--- config.mk ---
export PLATFORM = sky130hd
export DESIGN_NAME = e2q_cordic
export DESIGN_NICKNAME = d
export VERILOG_FILES = /design/src/hdl/e2q_pkg.sv /design/src/hdl/e2q_cordic.sv
export SDC_FILE = /design/constraint.sdc
export NUM_CORES = 2
export LEC_CHECK = 0
export BUFFER_PORTS_ARGS = -buffer_cell sky130_fd_sc_hd__buf_4
export CAP_MARGIN = 10
export CORE_MARGIN = 4
export CORE_UTILIZATION = 35
export DETAILED_ROUTE_END_ITERATION = 10
export GPL_TIMING_DRIVEN = 1
export PLACE_DENSITY_LB_ADDON = 0.25
export SLEW_MARGIN = 20
export SYNTH_ARGS = -nofsm -noshare
export SYNTH_HDL_FRONTEND = slang
export SYNTH_SLANG_ARGS = --single-unit
--- constraint.sdc ---
create_clock -name clk_i -period 4.9 [get_ports clk_i]
set_input_delay 0.49 -clock clk_i [delete_from_list [all_inputs] [get_ports clk_i]]
set_output_delay 0.49 -clock clk_i [all_outputs]
set_load 0.05 [all_outputs]
--- src/hdl/e2q_pkg.sv ---
`default_nettype none
package e2q_pkg;

  localparam int AngleBits    = 16;
  localparam int PartBits     = 16;
  localparam int CordicStages = 16;
  localparam int CordicW      = 34;
  localparam int ProdW        = 66;

  localparam logic signed [CordicW-1:0] PiQ30     = 34'sd3373259426;
  localparam logic signed [CordicW-1:0] HalfPiQ30 = 34'sd1686629713;
  localparam logic signed [CordicW-1:0] KQ30      = 34'sd652032874;

  localparam logic [1:0] AxisX = 2'd0;
  localparam logic [1:0] AxisY = 2'd1;
  localparam logic [1:0] AxisZ = 2'd2;

  typedef struct packed {
    logic signed [AngleBits-1:0] angle_x;
    logic signed [AngleBits-1:0] angle_y;
    logic signed [AngleBits-1:0] angle_z;
  } angles_t;

  typedef struct packed {
    logic signed [PartBits-1:0] quat_w;
    logic signed [PartBits-1:0] quat_x;
    logic signed [PartBits-1:0] quat_y;
    logic signed [PartBits-1:0] quat_z;
  } quat_t;

  function automatic logic signed [CordicW-1:0] atan_q30(input logic [4:0] n);
    logic signed [CordicW-1:0] r;
    begin
      case (n)
        5'd0: r = 34'sh3243F6A8;
        5'd1: r = 34'sh1DAC6705;
        5'd2: r = 34'sh0FADBAFC;
        5'd3: r = 34'sh07F56EA6;
        5'd4: r = 34'sh03FEAB76;
        5'd5: r = 34'sh01FFD55B;
        5'd6: r = 34'sh00FFFAAA;
        5'd7: r = 34'sh007FFF55;
        5'd8: r = 34'sh003FFFEA;
        5'd9: r = 34'sh001FFFFD;
        5'd10: r = 34'sh000FFFFF;
        5'd11: r = 34'sh0007FFFF;
        5'd12: r = 34'sh0003FFFF;
        5'd13: r = 34'sh0001FFFF;
        5'd14: r = 34'sh0000FFFF;
        5'd15: r = 34'sh00007FFF;
        5'd16: r = 34'sh00003FFF;
        5'd17: r = 34'sh00001FFF;
        5'd18: r = 34'sh00000FFF;
        5'd19: r = 34'sh000007FF;
        5'd20: r = 34'sh000003FF;
        5'd21: r = 34'sh000001FF;
        5'd22: r = 34'sh000000FF;
        5'd23: r = 34'sh0000007F;
        5'd24: r = 34'sh0000003F;
        5'd25: r = 34'sh0000001F;
        5'd26: r = 34'sh0000000F;
        5'd27: r = 34'sh00000008;
        5'd28: r = 34'sh00000004;
        5'd29: r = 34'sh00000002;
        5'd30: r = 34'sh00000001;
        default: r = '0;
      endcase
      return r;
    end
  endfunction

endpackage
`default_nettype wire

--- src/hdl/e2q_cordic.sv ---
`default_nettype none
module e2q_cordic import e2q_pkg::*; (
  input  wire                        clk_i,
  input  wire                        rst_ni,
  input  wire                        valid_i,
  input  wire  signed [AngleBits:0]  angle_i,
  output logic                       valid_o,
  output logic signed [CordicW-1:0]  sin_o,
  output logic signed [CordicW-1:0]  cos_o
);

  localparam int Sh = 29 - (AngleBits - 4);

  logic signed [CordicW-1:0] h, hr;
  logic                      fl;

  logic                      v_q   [CordicStages+1];
  logic signed [CordicW-1:0] x_q   [CordicStages+1];
  logic signed [CordicW-1:0] y_q   [CordicStages+1];
  logic signed [CordicW-1:0] z_q   [CordicStages+1];
  logic                      fl_q  [CordicStages+1];

  always_comb begin
    h  = CordicW'(angle_i) <<< Sh;
    hr = h;
    fl = 1'b0;
    if (h > HalfPiQ30) begin
      hr = h - PiQ30;
      fl = 1'b1;
    end else if (h < -HalfPiQ30) begin
      hr = h + PiQ30;
      fl = 1'b1;
    end
  end

  always_ff @(posedge clk_i or negedge rst_ni) begin
    if (!rst_ni) begin
      v_q[0] <= 1'b0;
    end else begin
      v_q[0] <= valid_i;
    end
  end

  always_ff @(posedge clk_i) begin
    x_q[0]  <= KQ30;
    y_q[0]  <= '0;
    z_q[0]  <= hr;
    fl_q[0] <= fl;
  end

  for (genvar n = 0; n < CordicStages; n++) begin : g_stage
    always_ff @(posedge clk_i or negedge rst_ni) begin
      if (!rst_ni) begin
        v_q[n+1] <= 1'b0;
      end else begin
        v_q[n+1] <= v_q[n];
      end
    end
    always_ff @(posedge clk_i) begin
      fl_q[n+1] <= fl_q[n];
      if (!z_q[n][CordicW-1]) begin
        x_q[n+1] <= x_q[n] - (y_q[n] >>> n);
        y_q[n+1] <= y_q[n] + (x_q[n] >>> n);
        z_q[n+1] <= z_q[n] - atan_q30(5'(n));
      end else begin
        x_q[n+1] <= x_q[n] + (y_q[n] >>> n);
        y_q[n+1] <= y_q[n] - (x_q[n] >>> n);
        z_q[n+1] <= z_q[n] + atan_q30(5'(n));
      end
    end
  end

  assign valid_o = v_q[CordicStages];
  assign sin_o   = fl_q[CordicStages] ? -y_q[CordicStages] : y_q[CordicStages];
  assign cos_o   = fl_q[CordicStages] ? -x_q[CordicStages] : x_q[CordicStages];

endmodule
`default_nettype wire

* Yosys cells after proc, flatten, opt, wreduce, memory -nomap -nowiden
Memory sizes are Yosys's and may differ from the RTL's.
Index checks and enable logic that the tools add are counted.
** Word-level totals
- Register bits after elaboration :: 17
- Bits in latches :: 0
- RAM bits :: 1751
- Memory bits (read-only) :: 0
- Output and inout port bits :: 69
- Memories :: 4
** Memory list
- x_q :: depth 17, bits a word 34, rd ports 17, clocked after Yosys merged registers in 0, write ports 17, line e2q_cordic.sv:18 : logic signed [CordicW-1:0] x_q [CordicStages+1];
- y_q :: depth 17, bits a word 34, rd ports 17, clocked after Yosys merged registers in 0, write ports 17, line e2q_cordic.sv:19 : logic signed [CordicW-1:0] y_q [CordicStages+1];
- z_q :: depth 17, bits a word 34, rd ports 16, clocked after Yosys merged registers in 0, write ports 17, line e2q_cordic.sv:20 : logic signed [CordicW-1:0] z_q [CordicStages+1];
- fl_q :: depth 17, bits a word 1, rd ports 17, clocked after Yosys merged registers in 0, write ports 17, line e2q_cordic.sv:21 : logic fl_q [CordicStages+1];
** Cells by class
- $add $sub $neg :: 99
- Multipliers :: 0
- Div/mod/pow operators :: 0
- $lt $le $gt $ge :: 2
- Eq/ne operators :: 0
- Shift operators :: 0
- Mux-type cells :: 86
- Bitwise logic cells :: 48
- Reduce and logical (&&, ||, !) cells :: 0
** Operators with widths (count)
- $mux W34 :: 52
- $add A34 B19 Y34 :: 2
- $add A34 B20 Y34 :: 2
- $add A34 B21 Y34 :: 2
- $add A34 B22 Y34 :: 2
- $add A34 B23 Y34 :: 2
- $add A34 B24 Y34 :: 2
- $add A34 B25 Y34 :: 2
- $add A34 B26 Y34 :: 2
- $add A34 B27 Y34 :: 2
- $add A34 B28 Y34 :: 2
- $add A34 B29 Y34 :: 2
- $add A34 B30 Y34 :: 2
- $add A34 B31 Y34 :: 2
- $add A34 B32 Y34 :: 2
- $add A34 B33 Y34 :: 2
- $neg A34 Y34 :: 2
- $sub A34 B19 Y34 :: 2
- $sub A34 B20 Y34 :: 2
- $sub A34 B21 Y34 :: 2
- $sub A34 B22 Y34 :: 2
- $sub A34 B23 Y34 :: 2
- $sub A34 B24 Y34 :: 2
- $sub A34 B25 Y34 :: 2
- other kinds (48) :: 137

* Logic depth before layout (Yosys ltp)
- Depth in word-level cells :: 3
- Depth in mapped cells :: 21
- Depth with buffers taken out :: 21

* Worst setup path after synthesis
No wires, ideal clock.
- Path kind :: register -> register
- From :: mem z_q[7][33]
- To :: mem y_q[8][32]
- Library setup time :: 0.072 ns
- Arrival time :: 4.290 ns
- Data required time :: 4.828 ns
- Slack :: 0.537 ns
- Stages on the path, launching flop included :: 16
- Buffers on the path :: 1
- Period minus slack after synthesis :: 4.363 ns
- Cell sequence :: dfxtp_1 > clkbuf_1 > clkinv_1 > o21ai_0 > xor2_1 > ha_1 > o21a_1 > o21ai_0 > a211oi_1 > o31ai_2 > a211oi_1 > a221o_1 > a2111oi_0 > o21bai_1 > a21oi_1 > xnor2_1
** RTL lines (line)
- from (decl) :: e2q_cordic.sv:20
- to (decl) :: e2q_cordic.sv:19

==> impl_results.md <==
- Run status: finished, final reports clean
- Syn Nets: 14700
- Core area: 318000 µm²
- Sequential area share after synthesis: 0.270
- CTS Sinks: 1507
- Clk Latency, worst-skew pair: 0.87 ns
- Crit Reg-Reg Endpoint: x_q[14][32]
- Antenna violations before repair: 3
- Worst Path Required: 5.68 ns
- Final nets: 15000
- Clock root buffer: clkbuf_16
- Final worst slack: 0.250 ns
- Hold Path Origin: angle_i[4]
- Post-synth EDFFs: 0
- Final hold slack: 0.157 ns
- Gr ovfl total: 0
- Routed Antenna Nets: 0
- Fraction of registers with async set or reset after synthesis: 0.0113
- Period utilization: 0.949
- Die area: 329000 µm²
- Most frequent cells in the layout: dfxtp_1 (1475), a21oi_1 (1466), ha_1 (1431)
- Vias/cell: 5.20
- Drt drc: 0
- Hold Path End: z_q[0][21]
- Clk_skew: 0.0655 ns
- Largest net degree at the start of global routing: 69
- Area growth, synth to finish: 11.7%
- Critical Path AT: 5.43 ns
- Synth warnings: 0
- Crit Path Class: register to register
- CTS tree: built
- DP Wirelength: 244000 µm
- Slew @ Worst Pin: 1.04 ns
- Final GP Congestion: 0.896
- Post-synthesis instance total: 13200
- Die X: 574 µm
- Worst R2R Path Depth: 16
- Global-route wire length before repair: 482000 µm
- Max Cap Viol: 0
- Total GRT Usage: 0.175
- Filler cells: 32500
- Cell Area, Synth: 112000 µm²
- DRT Pass-1 Iters: 7
- Top_reg_cell synth: dfxtp_1
- Min cycle time layout: 4.65 ns
- RR Startpoint: y_q[13][16]
- Share of cells above drive strength 1: 0.0592
- Fmax: 215 MHz
- Flop-to-flop setup slack: 0.25 ns
- Library cells used by synthesis: 108
- CTS H-tree depth: 4
- Clock Pin Slew Worst Setup and Hold Paths: 0.07 ns
- Final Hold Viols: 0
- Setup Viol. Count Final: 0
- Crit path launch type: register
- Crit end category: register
- TritonCTS buffer count: 178
- #FFs+latches synth: 1507
- Routed length per instance: 16.8 µm
- Area of the multi-input gates: 78900 µm²
- Syn avg cell area: 8.46 µm²
- Port Buffers: 88
- FP Rows: 207
- CTS Buffer Depth: 4
- # IOs: 89
- Initial Utilization: 0.352
- Commonest non-fill, non-tap cell in the layout: dfxtp_1
- DRT Wirelength: 299000 µm
- Worst slew margin: 0.302
- Via count: 92800
- Die height: 574 µm
- Vias in the first global route: 88800
- Hold Path Class: input pin to register
- Setup Slack @ Placement: 0.0901 ns
- Fin. max-slew vios: 0
- CP Max Fanout: 5
- Hold Path Stages: 5
- Initial DRC count: 4787
- Storage element area: 30300 µm²
-- synth_stat cells, drive strengths merged (220+ instances only) --
| library cell | instances | share of area |
|---|---|---|
| nor3 | 317 | 0.014 |
| inv | 609 | 0.020 |
| ha | 1431 | 0.16 |
| nand2 | 650 | 0.022 |
| xnor2 | 1259 | 0.098 |
| nand3 | 220 | 0.0098 |
| xor2 | 642 | 0.050 |
| nor2 | 1131 | 0.038 |
| o21ai | 662 | 0.030 |
| dfxtp | 1490 | 0.27 |
| a21o | 656 | 0.044 |
| a21oi | 1474 | 0.066 |
-- what timing repair did --
action,CTS,global route
endpoints found under the setup margin,0,43
buffers inserted,0,1
hold buffers,22,0
resized for setup,0,38
hold endpoints to repair,34,0
-- critical path, cell delays in order (launching register included) --
cell,delay [ns]
dfxtp_1,0.36
or3_1,0.42
or3b_2,0.50
nor3_1,0.20
buf_4,0.17
a21oi_1,0.07
xor2_1,0.15
ha_1,0.39
nand3_1,0.18
or4b_1,0.50
o21ai_1,0.25
o21a_1,0.25
o21ai_1,0.14
a31oi_1,0.34
a211oi_1,0.14
o31ai_1,0.29
xor2_1,0.20
-- final cells by class --
class / count / area share
Inverter: 611 / 0.0183
Multi-Input combinational cell: 10900 / 0.631
Sequential cell: 1507 / 0.242
Timing Repair Buffer: 294 / 0.0184
Clock inverter: 78 / 0.00804
Antenna cell: 2 / 0.0000400
Clock buffer: 238 / 0.0406
Tap cell: 4180 / 0.0418
-- cell families after synthesis --
family	count (synthesis)	synth area share
AOI/OAI and AO/OA	3998	0.225
xor gates and xnor gates	1902	0.149
adders and majority gates	1473	0.167
buffers and inverters	802	0.0270
DFF	1507	0.270
muxes	150	0.0142
and+or+nand+nor	3402	0.148
-- stage by stage --
stage	cell area [µm²]	utilization	TNS (ns)	cells
detailed placement	119000	0.373	0	17500
CTS	125000	0.392	0	17800
global route	125000	0.393	-0.0245	17800
global placement	119000	0.373	0	17500
floorplan	112000	-	0	13200
finish	125000	0.393	0	17800
-- metal layers --
metal | up-vias | share of wire | GRT usage
met1 | 42900 | 0.46 | 0.227
met5 | - | 0 | 0
met3 | 376 | 0.034 | 0.0168
met4 | 0 | 0.025 | 0.0424
met2 | 1450 | 0.48 | 0.311
li1 | 48000 | - | -
-- flip-flops by register name, summed over array words and instances (netlist names) --
name	cells
valid_o	1
x_q	484
fl_q	16
y_q	511
v_q	16
z_q	479
-- how the worst max path moves through the flow --
| stage | start | end | slack (ns) | cells past startpoint |
|---|---|---|---|---|
| floorplan | z_q[7][33] | y_q[8][32] | 0.54 | 15 |
| global placement | x_q[15][18] | y_q[16][33] | 0.06 | 18 |
| detailed placement | x_q[15][18] | y_q[16][33] | 0.09 | 18 |
| CTS | x_q[15][18] | y_q[16][33] | 0.06 | 18 |
| global route | x_q[5][10] | y_q[6][30] | -0.02 | 18 |
| finish | y_q[13][16] | x_q[14][32] | 0.25 | 16 |
Power is left out: the tool's default activity adds up to more than one toggle a clock period on the data nets, which glitch-free logic cannot reach.
